**src/sv/bda_pkg.sv**
```systemverilog
// shared types, codes and calendar functions for the business day adjuster
`timescale 1ns / 1ps
package bda_pkg;

   localparam logic [1:0] OP_WRITE_SLOT = 2'd0;
   localparam logic [1:0] OP_SHIFT      = 2'd1;
   localparam logic [1:0] OP_ROLL       = 2'd2;

   localparam logic [1:0] CONV_MOD_FOLLOWING = 2'd0;
   localparam logic [1:0] CONV_MOD_PRECEDING = 2'd1;
   localparam logic [1:0] CONV_FOLLOWING     = 2'd2;
   localparam logic [1:0] CONV_PRECEDING     = 2'd3;

   localparam logic [1:0] STATUS_DONE  = 2'd0;
   localparam logic [1:0] STATUS_SLOT  = 2'd1;
   localparam logic [1:0] STATUS_LIMIT = 2'd2;

   // floor(y / 25) for 12-bit y as (y * 5243) >> 17
   localparam logic [12:0] DIV25_RECIP = 13'd5243;
   localparam int          DIV25_SHIFT = 17;

   typedef struct packed {
      logic [11:0] year;
      logic [3:0]  month;
      logic [4:0]  day;
   } date_type;

   typedef struct packed {
      logic        valid;
      logic [11:0] year;
      logic [3:0]  month;
      logic [4:0]  day;
   } hol_entry_type;

   typedef struct packed {
      logic done;
      logic hit;
   } scan_status_type;

   typedef enum logic [2:0] {
      ST_CLEAR,
      ST_IDLE,
      ST_TEST,
      ST_WALK,
      ST_SCAN
   } state_type;

   typedef enum logic [1:0] {
      PH_SHIFT,
      PH_FIRST,
      PH_SECOND
   } phase_type;

   function automatic logic is_leap(input logic [11:0] y);
      logic [24:0] prod;
      logic [7:0]  quot;
      logic [12:0] back;
      logic        div25;
      prod  = {13'd0, y} * {12'd0, DIV25_RECIP};
      quot  = prod[DIV25_SHIFT +: 8];
      back  = {5'd0, quot} * 13'd25;
      div25 = (back == {1'b0, y});
      // divisible by 100 reduces to divisible by 4 and by 25, 400 to 16 and 25
      return ((y[1:0] == 2'd0) && !div25) || ((y[3:0] == 4'd0) && div25);
   endfunction

   function automatic logic [4:0] days_of(input logic [11:0] y, input logic [3:0] m);
      logic [4:0] len;
      unique case (m)
         4'd2:                              len = is_leap(y) ? 5'd29 : 5'd28;
         4'd4, 4'd6, 4'd9, 4'd11:           len = 5'd30;
         default:                           len = 5'd31;
      endcase
      return len;
   endfunction

endpackage

```
**src/sv/bda_day_unit.sv**
```systemverilog
// one calendar day step forward or backward with real month lengths
`timescale 1ns / 1ps
module bda_day_unit (
   input  bda_pkg::date_type cur,
   input  logic              forward,
   output bda_pkg::date_type next
);
   import bda_pkg::*;

   logic        first_month;
   logic [3:0]  prev_month;
   logic [11:0] prev_year;
   logic [3:0]  len_month;
   logic [11:0] len_year;
   logic [4:0]  month_len;

   always_comb begin
      first_month = (cur.month <= 4'd1);
      prev_month  = first_month ? 4'd12 : cur.month - 4'd1;
      prev_year   = first_month ? cur.year - 12'd1 : cur.year;
      // backward steps need the length of the month being entered
      len_month   = forward ? cur.month : prev_month;
      len_year    = forward ? cur.year : prev_year;
      month_len   = days_of(len_year, len_month);
   end

   always_comb begin
      next = cur;
      if (forward) begin
         if (cur.day >= month_len) begin
            next.day = 5'd1;
            if (cur.month >= 4'd12) begin
               next.month = 4'd1;
               next.year  = cur.year + 12'd1;
            end else begin
               next.month = cur.month + 4'd1;
            end
         end else begin
            next.day = cur.day + 5'd1;
         end
      end else begin
         if (cur.day <= 5'd1) begin
            next.month = prev_month;
            next.year  = prev_year;
            next.day   = month_len;
         end else begin
            next.day = cur.day - 5'd1;
         end
      end
   end

endmodule

```
**src/sv/bda_hol_table.sv**
```systemverilog
// holiday table memory with clearing pass and sequential match scan
`timescale 1ns / 1ps
module bda_hol_table #(
   parameter int HOLIDAY_SLOTS = 64
) (
   input  logic                     clock,
   input  logic                     reset,
   input  logic                     wr_en,
   input  logic [5:0]               wr_slot,
   input  bda_pkg::hol_entry_type   wr_entry,
   input  logic                     scan_start,
   input  bda_pkg::date_type        probe,
   output logic                     ready,
   output bda_pkg::scan_status_type scan
);
   import bda_pkg::*;

   localparam int IW = (HOLIDAY_SLOTS > 1) ? $clog2(HOLIDAY_SLOTS) : 1;
   localparam int CW = $clog2(HOLIDAY_SLOTS + 1);
   localparam logic [IW-1:0] LAST_SLOT = IW'(HOLIDAY_SLOTS - 1);

   hol_entry_type mem [HOLIDAY_SLOTS];
   hol_entry_type rd_ff;

   logic          clr_active_ff, clr_active_in;
   logic [IW-1:0] clr_idx_ff, clr_idx_in;
   logic [CW-1:0] high_ff, high_in;
   logic          active_ff, active_in;
   logic          pend_ff, pend_in;
   logic [CW-1:0] idx_ff, idx_in;

   logic          wr_hit;
   logic [IW-1:0] wr_addr;
   logic [CW-1:0] slot_top;
   logic          issue;
   logic          match;
   logic          done;

   always_comb begin
      wr_hit   = wr_en && (int'(wr_slot) < HOLIDAY_SLOTS);
      wr_addr  = IW'(wr_slot);
      slot_top = CW'(wr_slot) + CW'(1);
      issue    = active_ff && (idx_ff < high_ff);
      match    = rd_ff.valid && (rd_ff.year == probe.year) &&
                 (rd_ff.month == probe.month) && (rd_ff.day == probe.day);
      // first active cycle has nothing pending; an empty table ends at once
      done     = active_ff && (pend_ff ? (match || !issue) : !issue);
      scan.done = done;
      scan.hit  = done && pend_ff && match;
      ready     = !clr_active_ff;
   end

   always_comb begin
      clr_active_in = clr_active_ff;
      clr_idx_in    = clr_idx_ff;
      if (clr_active_ff) begin
         clr_idx_in = clr_idx_ff + IW'(1);
         if (clr_idx_ff == LAST_SLOT) begin
            clr_active_in = 1'b0;
         end
      end
      high_in = high_ff;
      if (wr_hit && (slot_top > high_ff)) begin
         high_in = slot_top;
      end
      active_in = active_ff;
      pend_in   = pend_ff;
      idx_in    = idx_ff;
      if (scan_start) begin
         active_in = 1'b1;
         pend_in   = 1'b0;
         idx_in    = '0;
      end else if (done) begin
         active_in = 1'b0;
         pend_in   = 1'b0;
      end else begin
         pend_in = issue;
         if (issue) begin
            idx_in = idx_ff + CW'(1);
         end
      end
   end

   always_ff @(posedge clock) begin
      if (reset) begin
         clr_active_ff <= 1'b1;
         clr_idx_ff    <= '0;
         high_ff       <= '0;
         active_ff     <= 1'b0;
         pend_ff       <= 1'b0;
         idx_ff        <= '0;
      end else begin
         clr_active_ff <= clr_active_in;
         clr_idx_ff    <= clr_idx_in;
         high_ff       <= high_in;
         active_ff     <= active_in;
         pend_ff       <= pend_in;
         idx_ff        <= idx_in;
      end
   end

   always_ff @(posedge clock) begin
      if (clr_active_ff) begin
         mem[clr_idx_ff] <= '0;
      end else if (wr_hit) begin
         mem[wr_addr] <= wr_entry;
      end
      if (issue) begin
         rd_ff <= mem[idx_ff[IW-1:0]];
      end
   end

endmodule

```
**src/sv/business_day_adjuster.sv**
```systemverilog
// business day adjuster top level: sequencer, date registers and result strobe
// A transaction is taken when start is high and busy is low. A slot write
// (opcode 0) answers on the next cycle and leaves busy low. A shift or roll
// walks one calendar day at a time through a single day-step unit, and every
// walked date is checked against the holiday memory one entry per cycle over
// up to H entries, where H is one more than the highest holiday slot ever
// written (0 if none). The walk stops after STEP_LIMIT calendar days with
// status 2. After reset the block clears its holiday memory and keeps busy
// high through the clearing pass. Each result is shown for exactly one cycle
// with rsp_valid high; the receiver cannot hold it off, so it must take every
// result as it comes.
`timescale 1ns / 1ps
module business_day_adjuster #(
   parameter int HOLIDAY_SLOTS = 64,
   parameter int STEP_LIMIT    = 4096
) (
   input  logic               clock,
   input  logic               reset,
   input  logic               start,
   output logic               busy,
   input  logic [1:0]         req_opcode,
   input  logic [5:0]         req_slot,
   input  logic               req_slot_valid,
   input  logic [11:0]        req_in_year,
   input  logic [3:0]         req_in_month,
   input  logic [4:0]         req_in_day,
   input  logic signed [11:0] req_day_gap,
   input  logic [1:0]         req_convention,
   output logic               rsp_valid,
   output logic [11:0]        rsp_out_year,
   output logic [3:0]         rsp_out_month,
   output logic [4:0]         rsp_out_day,
   output logic [1:0]         rsp_status
);
   import bda_pkg::*;

   localparam int SLW = $clog2(STEP_LIMIT + 1);
   localparam logic [SLW-1:0] LIMIT = SLW'(STEP_LIMIT);

   state_type       state_ff, state_in;
   phase_type       phase_ff, phase_in;
   date_type        cur_ff, cur_in;
   date_type        ref_ff, ref_in;
   logic            fwd_ff, fwd_in;
   logic            mod_ff, mod_in;
   logic [11:0]     rem_ff, rem_in;
   logic [SLW-1:0]  steps_ff, steps_in;
   logic            rsp_valid_ff, rsp_valid_in;
   date_type        rsp_date_ff, rsp_date_in;
   logic [1:0]      rsp_status_ff, rsp_status_in;

   date_type        clean;
   date_type        step_next;
   logic [3:0]      month_c;
   logic [4:0]      lim;
   logic            gap_pos;
   logic            walk_end;
   logic            walk_limit;
   logic            need_retry;
   logic            accept;
   logic            tbl_ready;
   logic            wr_en;
   logic            scan_start;
   hol_entry_type   wr_entry;
   scan_status_type scan;

   bda_hol_table #(
      .HOLIDAY_SLOTS(HOLIDAY_SLOTS)
   ) u_table (
      .clock      (clock),
      .reset      (reset),
      .wr_en      (wr_en),
      .wr_slot    (req_slot),
      .wr_entry   (wr_entry),
      .scan_start (scan_start),
      .probe      (cur_ff),
      .ready      (tbl_ready),
      .scan       (scan)
   );

   bda_day_unit u_day (
      .cur     (cur_ff),
      .forward (fwd_ff),
      .next    (step_next)
   );

   // clamp the reference date into a real calendar date
   always_comb begin
      if (req_in_month == 4'd0) begin
         month_c = 4'd1;
      end else if (req_in_month > 4'd12) begin
         month_c = 4'd12;
      end else begin
         month_c = req_in_month;
      end
      lim        = days_of(req_in_year, month_c);
      clean.year  = req_in_year;
      clean.month = month_c;
      if (req_in_day == 5'd0) begin
         clean.day = 5'd1;
      end else if (req_in_day > lim) begin
         clean.day = lim;
      end else begin
         clean.day = req_in_day;
      end
   end

   always_comb begin
      accept     = start && (state_ff == ST_IDLE);
      gap_pos    = !req_day_gap[11] && (req_day_gap != 12'sd0);
      walk_end   = (rem_ff == 12'd0);
      walk_limit = (steps_ff == LIMIT);
      need_retry = (phase_ff == PH_FIRST) && mod_ff &&
                   ((cur_ff.month != ref_ff.month) || (cur_ff.year != ref_ff.year));
      wr_entry.valid = req_slot_valid;
      wr_entry.year  = req_in_year;
      wr_entry.month = req_in_month;
      wr_entry.day   = req_in_day;
   end

   // next state
   always_comb begin
      state_in = state_ff;
      unique case (state_ff)
         ST_CLEAR: begin
            if (tbl_ready) begin
               state_in = ST_IDLE;
            end
         end
         ST_IDLE: begin
            if (start && (req_opcode == OP_SHIFT)) begin
               state_in = ST_WALK;
            end else if (start && (req_opcode == OP_ROLL)) begin
               state_in = ST_TEST;
            end
         end
         ST_TEST: begin
            if (scan.done) begin
               state_in = scan.hit ? ST_WALK : ST_IDLE;
            end
         end
         ST_WALK: begin
            priority if (walk_end) begin
               state_in = need_retry ? ST_WALK : ST_IDLE;
            end else if (walk_limit) begin
               state_in = ST_IDLE;
            end else begin
               state_in = ST_SCAN;
            end
         end
         ST_SCAN: begin
            if (scan.done) begin
               state_in = ST_WALK;
            end
         end
         default: state_in = ST_IDLE;
      endcase
   end

   // datapath and outputs
   always_comb begin
      phase_in      = phase_ff;
      cur_in        = cur_ff;
      ref_in        = ref_ff;
      fwd_in        = fwd_ff;
      mod_in        = mod_ff;
      rem_in        = rem_ff;
      steps_in      = steps_ff;
      rsp_valid_in  = 1'b0;
      rsp_date_in   = rsp_date_ff;
      rsp_status_in = rsp_status_ff;
      wr_en         = 1'b0;
      scan_start    = 1'b0;
      unique case (state_ff)
         ST_IDLE: begin
            if (accept) begin
               unique case (req_opcode)
                  OP_WRITE_SLOT: begin
                     wr_en         = 1'b1;
                     rsp_valid_in  = 1'b1;
                     rsp_date_in   = '0;
                     rsp_status_in = STATUS_SLOT;
                  end
                  OP_SHIFT: begin
                     cur_in   = clean;
                     ref_in   = clean;
                     fwd_in   = gap_pos;
                     rem_in   = gap_pos ? $unsigned(req_day_gap) : $unsigned(-req_day_gap);
                     steps_in = '0;
                     phase_in = PH_SHIFT;
                  end
                  OP_ROLL: begin
                     cur_in     = clean;
                     ref_in     = clean;
                     fwd_in     = (req_convention == CONV_MOD_FOLLOWING) ||
                                  (req_convention == CONV_FOLLOWING);
                     mod_in     = (req_convention == CONV_MOD_FOLLOWING) ||
                                  (req_convention == CONV_MOD_PRECEDING);
                     phase_in   = PH_FIRST;
                     scan_start = 1'b1;
                  end
                  default: begin
                     rsp_valid_in  = 1'b1;
                     rsp_date_in   = clean;
                     rsp_status_in = STATUS_DONE;
                  end
               endcase
            end
         end
         ST_TEST: begin
            if (scan.done) begin
               if (scan.hit) begin
                  rem_in   = 12'd1;
                  steps_in = '0;
               end else begin
                  rsp_valid_in  = 1'b1;
                  rsp_date_in   = cur_ff;
                  rsp_status_in = STATUS_DONE;
               end
            end
         end
         ST_WALK: begin
            priority if (walk_end) begin
               if (need_retry) begin
                  // modified roll left the month: go the other way from the reference
                  cur_in   = ref_ff;
                  fwd_in   = !fwd_ff;
                  rem_in   = 12'd1;
                  steps_in = '0;
                  phase_in = PH_SECOND;
               end else begin
                  rsp_valid_in  = 1'b1;
                  rsp_date_in   = cur_ff;
                  rsp_status_in = STATUS_DONE;
               end
            end else if (walk_limit) begin
               rsp_valid_in  = 1'b1;
               rsp_date_in   = cur_ff;
               rsp_status_in = STATUS_LIMIT;
            end else begin
               cur_in     = step_next;
               steps_in   = steps_ff + SLW'(1);
               scan_start = 1'b1;
            end
         end
         ST_SCAN: begin
            if (scan.done && !scan.hit) begin
               rem_in = rem_ff - 12'd1;
            end
         end
         default: begin
         end
      endcase
   end

   always_ff @(posedge clock) begin
      if (reset) begin
         state_ff     <= ST_CLEAR;
         phase_ff     <= PH_SHIFT;
         rsp_valid_ff <= 1'b0;
      end else begin
         state_ff     <= state_in;
         phase_ff     <= phase_in;
         rsp_valid_ff <= rsp_valid_in;
      end
   end

   always_ff @(posedge clock) begin
      cur_ff        <= cur_in;
      ref_ff        <= ref_in;
      fwd_ff        <= fwd_in;
      mod_ff        <= mod_in;
      rem_ff        <= rem_in;
      steps_ff      <= steps_in;
      rsp_date_ff   <= rsp_date_in;
      rsp_status_ff <= rsp_status_in;
   end

   assign busy          = (state_ff != ST_IDLE);
   assign rsp_valid     = rsp_valid_ff;
   assign rsp_out_year  = rsp_date_ff.year;
   assign rsp_out_month = rsp_date_ff.month;
   assign rsp_out_day   = rsp_date_ff.day;
   assign rsp_status    = rsp_status_ff;

endmodule
```
**config.mk**
```make
export PLATFORM = sky130hd
export DESIGN_NAME = business_day_adjuster
export DESIGN_NICKNAME = d
export VERILOG_FILES = /design/src/sv/bda_pkg.sv /design/src/sv/bda_day_unit.sv /design/src/sv/bda_hol_table.sv /design/src/sv/business_day_adjuster.sv
export SDC_FILE = /design/constraint.sdc
export NUM_CORES = 2
export LEC_CHECK = 0
export BUFFER_PORTS_ARGS = -buffer_cell sky130_fd_sc_hd__buf_2
export CAP_MARGIN = 30
export CORE_ASPECT_RATIO = 0.75
export CORE_MARGIN = 2
export CORE_UTILIZATION = 30
export CTS_CLUSTER_DIAMETER = 120
export DETAILED_ROUTE_END_ITERATION = 12
export GPL_TIMING_DRIVEN = 0
export SLEW_MARGIN = 10
export SYNTH_ARGS = -nofsm -noshare
export SYNTH_HDL_FRONTEND = slang
export SYNTH_SLANG_ARGS = --single-unit
```
**constraint.sdc**
```tcl
create_clock -name clock -period 16.15 [get_ports clock]
set_input_delay 3.23 -clock clock [delete_from_list [all_inputs] [get_ports clock]]
set_output_delay 3.23 -clock clock [all_outputs]
set_load 0.005 [all_outputs]
```
==> flow_summary_export.csv <==
group,metric,value,unit
power,peakVddDrop,226,µV
yosys,yosysWarnings,0,
outcome,status,"complete, no violations",
yosys,synthCells,3756,
hold_path,hold_path.class,"reg -> reg",
yosys,synth.distinct_cells,75,
routing,wl,180,mm
yosys,ys_top_cells_by_area,"edfxtp_1 66%, mux4_2 15%, ha_1 4.6%",
yosys,synth_top_area_cell,"edfxtp_1",
sta,min_period,12.93,ns
critical_path,cp.arrival,13.32,ns
critical_path,worst_r2r_path_depth,44,
routing,via_per_inst,5.04,
critical_path,r2r-start,"cur_ff[5]$_DFFE_PP_",
yosys,synthesis.nets,4155,
critical_path,max_stage_delay,0.80,ns
yosys,synthesis.area,69400,µm²
floorplan,core,229000,µm²
critical_path,worst-path-max-fanout,12,
clocking,tritoncts,"yes",
clocking,cts-root-buf,"clkbuf_16",
cells_and_area,final_nets,4454,
clocking,cts.sinks,1551,
hold_path,hold-path-cell-count,2,
routing,vias,36618,
routing,firstDrtPassIters,5,
cells_and_area,areaGrowthSynthToFinish,15.4,%
routing,drcViolationCount,0,
placement,dp_hpwl,128,mm
flow_run,cap_viol_max_count,0,
critical_path,crit_slowest_cell,"xnor2_1",
routing,drt_iter0_markers,4397,
power,p_leak,28.9,nW
sta,worstMarginPinSlew,1.03,ns
yosys,synth_edf_count,1522,
hold_path,hold_path_startpoint,"u_table.high_ff[1]$_SDFFE_PP0P_",
routing,antenna_left,0,
global_routing,grt_pass1_wl,259,mm
global_routing,overflow,0,
critical_path,crit_path_start_kind,"register",
yosys,synth_top_area_share,65.9,%
placement,gp_congestion,0.898,
clocking,htree_levels,4,
sta,tns,0,ns
power,p_per_area,116,nW/µm²
yosys,synth-main-ff-cell,"edfxtp_1",
clocking,clk_transition_reported_paths,0.06,ns
critical_path,worstPathRequired,16.54,ns
sta,worst_slack,3.22,ns
global_routing,antenna_found_initial,19,
routing,highest_layer,"met5",
clocking,ctsHoldBuffers,0,
sta,clock-skew-final,0.0358,ns
critical_path,critPathLaunch,"cur_ff[5]$_DFFE_PP_",
routing,wirelength_met1,82.1,mm
global_routing,grt_max_degree,65,
floorplan,num_rows,152,
yosys,synthArstFlopShare,0,%
sta,period_share,80.1,%
yosys,synthTopCellsByCount,"1522 x edfxtp_1, 462 x mux4_2, 256 x ha_1",
cells_and_area,drive_gt1_share,23.7,%
global_routing,grt_pass1_vias,36147,
critical_path,cp_common_cell,"inv_1",
floorplan,die-area,235000,µm²
clocking,clock_latency,0.80,ns
clocking,cts_inserted_buffers,150,
placement,io_buffers,67,
sta,setup-violations-final,0,
routing,wire_per_inst,24.8,µm
clocking,post_cts_buffers,0,
critical_path,criticalPathCategory,"reg -> reg",
global_routing,grt_usage,15.2,%
yosys,synth_most_common_cell,"edfxtp_1",
routing,route.met3.wl,16.3,mm
yosys,ys_seq_area_share,66.7,%
clocking,post_cts_resized,0,
critical_path,cp-end-kind,"register",
sta,finalHoldViolations,0,
sta,slew_violations,0,
sta,rsz0062_at_grt,"false",
floorplan,die_x,559,µm
cells_and_area,n_fill_cell,21495,
critical_path,worstReg2RegEnd,"cur_ff[18]$_DFFE_PP_",
hold_path,whs_endpoint,"u_table.high_ff[1]$_SDFFE_PP0P_",
floorplan,io-pin-count,72,
yosys,synth-seq-cells,1551,
sta,fmax,77.3,MHz
yosys,avgSynthCellArea,18.5,µm²
clocking,clockBufferDepth,3,
sta,slew_headroom,31.6,%
critical_path,rrSetupSlack,3.22,ns
placement,pre_cts_ws,3.09,ns
routing,route.met2.wl,77.3,mm
floorplan,die_h,420,µm
floorplan,start_util,30.2,%
==> metal layers <==
metal	global-route usage (%)	up-vias
met4	4.43	6
met2	21.6	1426
met1	22.7	19416
met3	3.72	268
met5	0	-
li1	-	15502
==> report_power, final <==
part / switching [mW] / total [mW] / internal, mW
clock network: 1.55 / 3.49 / 1.94
registers: 0.00460 / 4.38 / 4.38
logic: 0.768 / 1.41 / 0.647
total: 2.32 / 9.28 / 6.96
==> through the flow <==
step	utilization, %	power (mW)	area, µm²	hold WS (ns)	cells
5_1_grt	34.9	9.68	80100	0.533	7260
2_1_floorplan	-	5.55	69400	0.460	3756
6_report	34.9	9.28	80100	0.505	7266
3_5_place_dp	32.8	5.87	75200	0.488	6978
3_3_place_gp	32.1	5.86	73600	0.475	6903
4_1_cts	34.9	9.34	80000	0.503	7252
==> registers in the layout, summed over array words and instances, names as in the netlist <==
signal	count
rsp_out_day	5
rsp_status	2
u_table.mem	1408
u_table.high_ff	7
fwd_ff	1
ref_ff	21
mod_ff	1
phase_ff	2
steps_ff	13
rem_ff	12
rsp_valid	1
u_table.clr_active_ff	1
cur_ff	21
state_ff	3
rsp_out_month	4
u_table.pend_ff	1
u_table.active_ff	1
u_table.clr_idx_ff	6
u_table.rd_ff	22
u_table.idx_ff	7
rsp_out_year	12
==> layout make-up <==
| type | instances | area (µm²) | share of cell area (%) |
|---|---|---|---|
| antenna | 9 | 22.5 | 0.0281 |
| multi-input combinational | 1786 | 22000 | 27.5 |
| timing repair buffer | 147 | 1430 | 1.78 |
| buffer | 172 | 702 | 0.876 |
| inverter | 247 | 927 | 1.16 |
| clock inverter | 89 | 841 | 1.05 |
| clock buffer | 185 | 4000 | 4.99 |
| tap | 3080 | 3850 | 4.81 |
| sequential | 1551 | 46300 | 57.8 |
==> cells by family (layout without fill, tap and decap cells) <==
family,count (synthesis),count (layout),synth area share [%]
buffers and inverters,419,840,2.34
XOR/XNOR,157,157,2.10
multiplexers,476,476,15.2
adder cells (fa/ha/maj),352,352,7.39
other,0,9,0
flip-flops,1551,1551,66.7
AND/OR/NAND/NOR,527,527,3.74
AO/OA/AOI/OAI,274,274,2.52
==> worst max-delay path: cells and delay by family, from the launching register on <==
kind / cells / cell delay [ns]
fa+ha+maj: 12 / 4.76
simple gates: 12 / 2.74
compound gates: 10 / 2.57
xor+xnor: 2 / 1.16
buf+inv: 8 / 0.87
flops: 1 / 0.43
==> placed cells by master (no fill, tap or decap), types with 37 or more instances in the layout <==
cell / n
a21oi_1: 73
buf_2: 110
clkbuf_1: 147
clkbuf_16: 154
edfxtp_1: 1522
fa_1: 96
ha_1: 256
inv_1: 246
mux4_2: 462
nand2_1: 118
nand3_1: 37
nor2_1: 110
nor2_4: 65
o21ai_0: 63
xnor2_1: 67
xor2_1: 84
==> how the worst max path moves through the flow <==
stage / end / slack [ns]
final: cur_ff[18]$_DFFE_PP_ / 3.22
after global routing: cur_ff[18]$_DFFE_PP_ / 2.48
after CTS: cur_ff[11]$_DFFE_PP_ / 3.25
after detailed placement: rsp_out_day[0]$_DFFE_PP_ / 3.09
after global placement: cur_ff[16]$_DFFE_PP_ / 2.97
after floorplan: rsp_out_day[0]$_DFFE_PP_ / 4.68
Power figures use the tool's default switching activity.
